$ cat src/design/srtt_ram.sv
`timescale 1ns / 1ps
// ----------------------------------------------------------------------------
// srtt_ram
// Generic single-port-write, single-port-read RAM with registered read.
// ----------------------------------------------------------------------------
module srtt_ram #(
    parameter int unsigned WIDTH = 8,
    parameter int unsigned DEPTH = 16
) (
    input  logic                     i_clk,
    input  logic                     i_we,
    input  logic [$clog2(DEPTH)-1:0] i_waddr,
    input  logic [WIDTH-1:0]         i_wdata,
    input  logic [$clog2(DEPTH)-1:0] i_raddr,
    output logic [WIDTH-1:0]         o_rdata
);
    logic [WIDTH-1:0] r_mem [DEPTH];

    always_ff @(posedge i_clk) begin
        if (i_we) begin
            r_mem[i_waddr] <= i_wdata;
        end
        o_rdata <= r_mem[i_raddr];
    end
endmodule

$ cat config.mk
export PLATFORM = sky130hd
export DESIGN_NAME = srtt_ram
export DESIGN_NICKNAME = d
export VERILOG_FILES = /design/src/design/srtt_ram.sv
export SDC_FILE = /design/constraint.sdc
export NUM_CORES = 1
export LEC_CHECK = 0
export BUFFER_PORTS_ARGS = -buffer_cell sky130_fd_sc_hd__buf_2
export CAP_MARGIN = 25
export CORE_MARGIN = 2
export CORE_UTILIZATION = 55
export DETAILED_ROUTE_END_ITERATION = 6
export GPL_TIMING_DRIVEN = 0
export PLACE_DENSITY = 0.73
export SLEW_MARGIN = 20
export SYNTH_ARGS = -nofsm -noshare
export SYNTH_HDL_FRONTEND = slang
export SYNTH_SLANG_ARGS = --single-unit
$ cat constraint.sdc
create_clock -name i_clk -period 2.3 [get_ports i_clk]
set_input_delay 0.46 -clock i_clk [delete_from_list [all_inputs] [get_ports i_clk]]
set_output_delay 0.46 -clock i_clk [all_outputs]
set_load 0.05 [all_outputs]
## Word-level counts from Yosys, hierarchy flattened

Memory sizes are Yosys's and may differ from the RTL's. A register that Yosys moved wholly into a read port is not among the register bits.
Index checks and enable logic that the tools add are counted.

| word-level totals | value |
|---|---|
| register bits | 0 |
| memory bits (writable) | 128 |
| logic and storage cells | 3 |
| memories kept | 1 |

| operators by class | value |
|---|---|
| muxes and demuxes | 2 |

Memory list:

| memory | depth | bits a word | read ports | clocked after Yosys merged registers in | write ports | line | source |
|---|---|---|---|---|---|---|---|
| r_mem | 16 | 8 | 1 | 1 | 1 | 17 | `logic [WIDTH-1:0] r_mem [DEPTH];` |

Operator list:

| kind | count |
|---|---|
| $mux 1 | 2 |

## Logic depth before layout (Yosys ltp)

Gate-level depths: netlist (run 1).

| depth | value |
|---|---|
| depth in word-level cells | 2 |
| depth in mapped cells | 5 |
| mapped depth without buffers | 3 |

## Worst setup path before layout (run 1)

No wires, ideal clock.

| timing | value |
|---|---|
| kind | input port to flip-flop |
| from | in i_waddr[2] |
| to | mem r_mem[0][0] (enable) |
| setup time | 383 ps |
| data arrival time | 1570 ps |
| setup slack | 347 ps |
| stages on the path | 2 |
| path buffers | 0 |
| cell sequence | or3b_2 > nor3_1 |

RTL lines:

| element | line | source |
|---|---|---|
| start, declared | 12 | `input logic [$clog2(DEPTH)-1:0] i_waddr,` |
| end, declared | 17 |  |

No word-level cell before the write port.

## Worst setup path after layout (run 1)

| timing | value |
|---|---|
| from | in i_waddr[2] |
| to | mem r_mem[3][3] (enable) |

No word-level cell before the write port.

==> summary.md, run 1 <==
| Metric | Value |
|---|---|
| Status | `finished clean` |
| Post-Syn Instances | `229` |
| Detailed Route Iter0 Violations | `214` |
| Post-synthesis net count | `247` |
| Fin nets | `290` |
| Routed len/inst | `24.1 µm` |
| Pre-antenna DRT Iters | `5` |
| Pwr per Cell Area | `966 nW/µm²` |
| Initial Utilization | `0.562` |
| Count leader, synth | `edfxtp_1` |
| Worst slew margin | `0.432` |
| Ys async rst share | `0` |
| Chip height | `101 µm` |
| Layout filler cell count | `572` |
| Worst VDD drop | `0.511 mV` |
| Cts bufs inserted | `17` |
| Initial antenna violation count | `0` |
| Synth area leader | `edfxtp_1` |
| Tightest Pin Transition | `0.848 ns` |
| ANT nets after route | `0` |
| RePlAce Congestion | `0.701` |
| DP HPWL | `5.94 mm` |
| Proportion of layout cells with a drive suffix above 1 | `0.309` |
| LEAKAGE | `0.00203 µW` |
| Fmax | `0.622 GHz` |
| # rows | `35` |
| Syn_area_per_cell | `22.5 µm²` |
| Number of vias per cell | `6.00` |
| Clock sink count | `136` |
| Area contributors post-synth | `edfxtp_1, mux4_2, mux4_1` |
| RSZ-0062 raised after global routing | `false` |
| Vias in the first global route | `2365` |
| Final WL | `9.53 mm` |
| Critical path peak fanout | `8` |
| Reg2reg start | `r_mem[10][0]` |
| Largest net degree at the start of global routing | `17` |
| Netlist Area Pre-Place | `5150 µm²` |
| Gr ovfl total | `0` |
| Post-CTS setup buffer count | `0` |
| WS Path Type | `input port to flip-flop` |
| Hold depth | `1` |
| Post-synth EDFFs | `128` |
| Hold Path Class | `input port to flip-flop` |
| Post-layout util | `0.659` |
| PostCTS Resize Cnt | `0` |
| Final hold slack | `0.314 ns` |
| Req. time, crit path | `2.45 ns` |
| Yosys warns | `0` |
| Post-synth top area share | `0.747` |
| Pins Over Slew Limit | `0` |
| Final hold vios | `0` |
| Top_reg_cell synth | `edfxtp_1` |
| Final worst-path cycle share | `0.699` |
| Final setup viols | `0` |
| Core Footprint | `9150 µm²` |
| I/O pin count | `26` |
| R2r setup slk | `0.91 ns` |
| Port Buffer Count | `24` |
| Critical Path End Type | `flip-flop` |
| Worst setup SP type | `input port` |
| Reg2reg end | `o_rdata[0]` |
| Post-CTS Hold Fix Bufs | `0` |
| Distinct cell type count after synthesis | `19` |
| Commonest cells in the synthesized netlist | `edfxtp_1, mux4_2, a22oi_1` |
| Die width | `101 µm` |
| Tot GR Track Use | `0.210` |
| H-tree depth | `4` |
| Synth-to-Final Area Change | `17.1%` |
| Synth Register Bits | `136` |
| Period minus WS final | `1.61 ns` |
| Min-delay src | `i_wdata[5]` |
| Die area | `10100 µm²` |
| Clock slew at reported path FFs | `0.06 ns` |
| Clk_skew | `0.00843 ns` |
| Hold Crit Endpoint | `r_mem[7][5]` |
| Sequential share of the synthesized area | `0.778` |
| Worst skew pair latency | `0.53 ns` |
| Clk root buf | `clkbuf_8` |
| Data arrival time at the worst-slack endpoint | `1.76 ns` |
| Vias | `2377` |
| Max Buffers Root-to-Sink | `2` |
| Maxcap violations | `0` |
| Fin Setup TNS | `0 ns` |
| DR DRC count | `0` |
| FF-to-FF path depth | `3` |
| TritonCTS clock tree | `yes` |
| First-pass GRT wire length | `14.3 mm` |
| Number of antenna diodes | `0` |
==> final cells by class <==
cell class / instances / area (µm²) / area share
clock inverter: 13 / 169 / 0.0280
multi-input combinational: 83 / 1080 / 0.179
clock buffer: 19 / 432 / 0.0716
timing repair buffer: 24 / 120 / 0.0199
tap: 111 / 139 / 0.0230
buffer: 10 / 86.3 / 0.0143
sequential: 136 / 4000 / 0.664
==> critical path, stage by stage <==
cell and delay [ns]:
buf_2 0.12, or3b_2 0.54, nor2_1 0.64
==> routing by layer <==
| layer | vias to the layer above | track usage | share of wire |
|---|---|---|---|
| li1 | 1061 | - | - |
| met1 | 1219 | 0.307 | 0.45 |
| met2 | 86 | 0.301 | 0.47 |
| met3 | 11 | 0.0562 | 0.061 |
| met4 | 0 | 0.0959 | 0.020 |
| met5 | - | 0 | 0 |
==> worst max path at each step <==
stage | startpoint | to | slack (ns) | cells past startpoint
floorplan | i_waddr[2] | r_mem[0][0] | 0.35 | 2
CTS | i_waddr[2] | r_mem[3][3] | 0.70 | 3
global placement | i_waddr[2] | r_mem[0][7] | -0.23 | 3
finish | i_waddr[2] | r_mem[3][3] | 0.69 | 3
global route | i_waddr[2] | r_mem[2][2] | 0.61 | 3
detailed placement | i_waddr[2] | r_mem[3][1] | 0.15 | 3
==> registers in the layout, summed over array words and instances (netlist names) <==
register  count
r_mem       128
o_rdata       8
==> power breakdown <==
| group | switching (µW) | total (µW) | leakage (µW) | internal, µW |
|---|---|---|---|---|
| Sequential | 12.7 | 2780 | 0.00122 | 2770 |
| Clock | 1030 | 2720 | 0.000282 | 1690 |
| Combinational | 206 | 316 | 0.000520 | 110 |
| Total | 1250 | 5820 | 0.00203 | 4570 |
==> layout by cell type, fill, tap and decap left out, drive strengths merged, types with 2 or more instances in the layout <==
master,n
dfxtp,8
clkbuf,19
buf,31
nand2b,2
nor3,4
clkdlybuf4s25,3
nand3b,2
nor2,13
inv,4
bufinv,3
a22oi,16
nand2,9
mux4,32
clkinvlp,4
clkinv,2
edfxtp,128
==> cells by family (layout without fill, tap and decap cells) <==
logic type,Yosys count,after routing,synth area share
AO/OA/AOI/OAI,16,16,0.0233
multiplexers,32,32,0.150
buffers and inverters,10,66,0.0168
AND/OR/NAND/NOR,35,35,0.0318
flip-flops,136,136,0.778
==> through the flow <==
step	total power (µW)	instance area, µm²	setup WS (ns)	std cells
4_1_cts	5850	6030	0.703	396
5_1_grt	5990	6030	0.606	396
2_1_floorplan	3030	5150	0.347	229
6_report	5820	6030	0.693	396
3_5_place_dp	3160	5430	0.153	364
3_3_place_gp	3140	5410	-0.228	364
Note: power is estimated with default switching activity, not from simulation.
==> run 2, diff against run 1 <==
==> constraint.sdc (replaced) <==
create_clock -name i_clk -period 1.5 [get_ports i_clk]
set_input_delay 0.3 -clock i_clk [delete_from_list [all_inputs] [get_ports i_clk]]
set_output_delay 0.3 -clock i_clk [all_outputs]
set_load 0.05 [all_outputs]
==> run 2 against run 1 <==
Highest routed layer unchanged. Clock skew is 0.0023 ns lower. Clock-buffer cell count is 1 higher. Utilization is 0.27 points lower. Sequential power is 54% higher. Wire length is 0.18% higher. Sequential share of layout area is 0.28 points higher. Worst setup slack worse by 0.69 ns. Via count is 2.8% higher. Global-route usage is 0.47 points lower. Critical path depth stayed put.
==> summary.md, run 2 (synthesis results as in run 1) <==
| Metric | Value |
|---|---|
| Pwr per Cell Area | `1440 nW/µm²` |
| WL met3 | `717 µm` |
| Tightest Pin Transition | `0.814 ns` |
| DP HPWL | `5.90 mm` |
| Pins Over Slew Limit | `0` |
| Initial antenna violation count | `0` |
| Post-CTS Hold Fix Bufs | `0` |
| Reg2reg start | `r_mem[6][3]` |
| Slowest library cell on the worst path | `nor2_1` |
| Clock sink count | `136` |
| Chip height | `101 µm` |
| Net switching power | `1810 µW` |
| Clock power share | `0.451` |
| Clock slew at reported path FFs | `0.06 ns` |
| Cts bufs inserted | `17` |
| Initial Utilization | `0.562` |
| Status | `finished clean` |
| Pre-antenna DRT Iters | `4` |
| Final hold vios | `0` |
| Largest net degree at the start of global routing | `17` |
| Most common cell after layout, fill and taps aside | `edfxtp_1` |
| Worst setup SP type | `input port` |
| RePlAce Congestion | `0.714` |
| Cell Chain, Critical Path | `buf_2 > or3b_2 > nor2_1` |
| Number of vias per cell | `6.17` |
| Clk_skew | `0.00611 ns` |
| Post-CTS setup buffer count | `0` |
| Hold Path Class | `input port to flip-flop` |
| Port Buffer Count | `24` |
| Req. time, crit path | `1.64 ns` |
| Core Footprint | `9150 µm²` |
| Crit path capture | `r_mem[1][6]` |
| Layout filler cell count | `594` |
| Metal2 WL | `4.58 mm` |
| H-tree depth | `4` |
| FF-to-FF path depth | `3` |
| RSZ-0062 raised after global routing | `true` |
| Fin nets | `290` |
| Sequential share of power | `0.493` |
| Routed len/inst | `24.1 µm` |
| Critical Path End Type | `flip-flop` |
| Met1 WL | `4.08 mm` |
| Final WL | `9.55 mm` |
| Data arrival time at the worst-slack endpoint | `1.63 ns` |
| CP peak stage delay | `0.66 ns` |
| I/O pin count | `26` |
| Worst VDD drop | `0.965 mV` |
| Worst slew margin | `0.455` |
| DR DRC count | `0` |
| Die width | `101 µm` |
| TritonCTS clock tree | `yes` |
| Gr ovfl total | `0` |
| Largest registers | `r_mem (128), o_rdata (8)` |
| LEAKAGE | `0.00202 µW` |
| Final setup viols | `0` |
| Reg2reg end | `o_rdata[3]` |
| Max layer used | `met4` |
| Setup crit start | `i_waddr[2]` |
| Tot GR Track Use | `0.205` |
| Critical path peak fanout | `8` |
| Max Buffers Root-to-Sink | `2` |
| WS Path Type | `input port to flip-flop` |
| Period minus WS final | `1.50 ns` |
| First-pass GRT wire length | `14.2 mm` |
| Clk root buf | `clkbuf_8` |
| Max reg flops | `128` |
| Top reg by flops | `r_mem` |
| Maxcap violations | `0` |
| R2r setup slk | `0.10 ns` |
| Die area | `10100 µm²` |
| Fin Setup TNS | `0 ns` |
| Final worst-path cycle share | `0.998` |
| Number of antenna diodes | `0` |
| Fmax | `0.668 GHz` |
| Vias | `2443` |
| Sw Ratio | `0.209` |
| Most frequent cells in the layout | `edfxtp_1, buf_2, mux4_2, a22oi_1, clkbuf_16` |
| Worst skew pair latency | `0.51 ns` |
| Vias in the first global route | `2394` |
| Post-layout total power | `8670 µW` |
| Int Pwr | `6860 µW` |
| Proportion of layout cells with a drive suffix above 1 | `0.312` |
| # rows | `35` |
| Synth-to-Final Area Change | `16.6%` |
| ANT nets after route | `0` |
| Detailed Route Iter0 Violations | `261` |
| Combinational Power Share | `0.056` |
-- run 2: cell type report --
class	count	area [µm²]	area share
Buffer	10	86.3	0.0144
Sequential cell	136	4000	0.667
Multi-Input combinational cell	83	1080	0.180
Clock inverter	12	128	0.0213
Timing Repair Buffer	24	120	0.0200
Clock buffer	20	445	0.0742
Tap cell	111	139	0.0231
-- run 2: worst min path at each step --
stage	slack [ns]	cells past startpoint	from	end
after global placement	0.66	3	r_mem[11][1]	o_rdata[1]
after global routing	0.19	1	i_wdata[5]	r_mem[6][5]
after floorplan	0.40	0	i_wdata[0]	r_mem[0][0]
after detailed placement	0.67	3	r_mem[8][1]	o_rdata[1]
final	0.19	1	i_wdata[4]	r_mem[7][4]
after CTS	0.18	1	i_wdata[2]	r_mem[9][2]
-- run 2: worst max-delay path, delay by kind of cell --
| kind | cells | cell delay (ns) |
|---|---|---|
| buffers and inverters | 1 | 0.12 |
| and+or+nand+nor | 2 | 1.22 |
-- run 2: timing repair --
action | in CTS | in global routing
endpoints found under the hold margin | 0 | 0
setup endpoints to repair | 0 | 8
gates resized for setup | 0 | 1
-- run 2: power groups by stage --
| stage | clock (µW) | combinational, µW | sequential (µW) |
|---|---|---|---|
| global route | 4110 | 520 | 4280 |
| floorplan | 0 | 216 | 4430 |
| CTS | 3950 | 491 | 4270 |
| finish | 3910 | 487 | 4270 |
| detailed placement | 0 | 489 | 4350 |
| global placement | 0 | 477 | 4340 |
-- run 2: metal layers --
layer,up-vias,track usage
li1,1068,-
met1,1259,0.304
met2,104,0.306
met3,12,0.0333
met4,0,0.0948
met5,-,0
-- run 2: stage by stage --
| step | utilization | cell area, µm² | setup slack [ns] | hold slack (ns) | instances |
|---|---|---|---|---|---|
| CTS | 0.656 | 6000 | 0.0133 | 0.182 | 396 |
| detailed placement | 0.593 | 5430 | -0.511 | 0.670 | 364 |
| global route | 0.656 | 6000 | -0.0159 | 0.195 | 396 |
| finish | 0.656 | 6000 | 0.00354 | 0.189 | 396 |
| global placement | 0.591 | 5410 | -0.566 | 0.655 | 364 |
| floorplan | - | 5150 | -0.0661 | 0.399 | 229 |
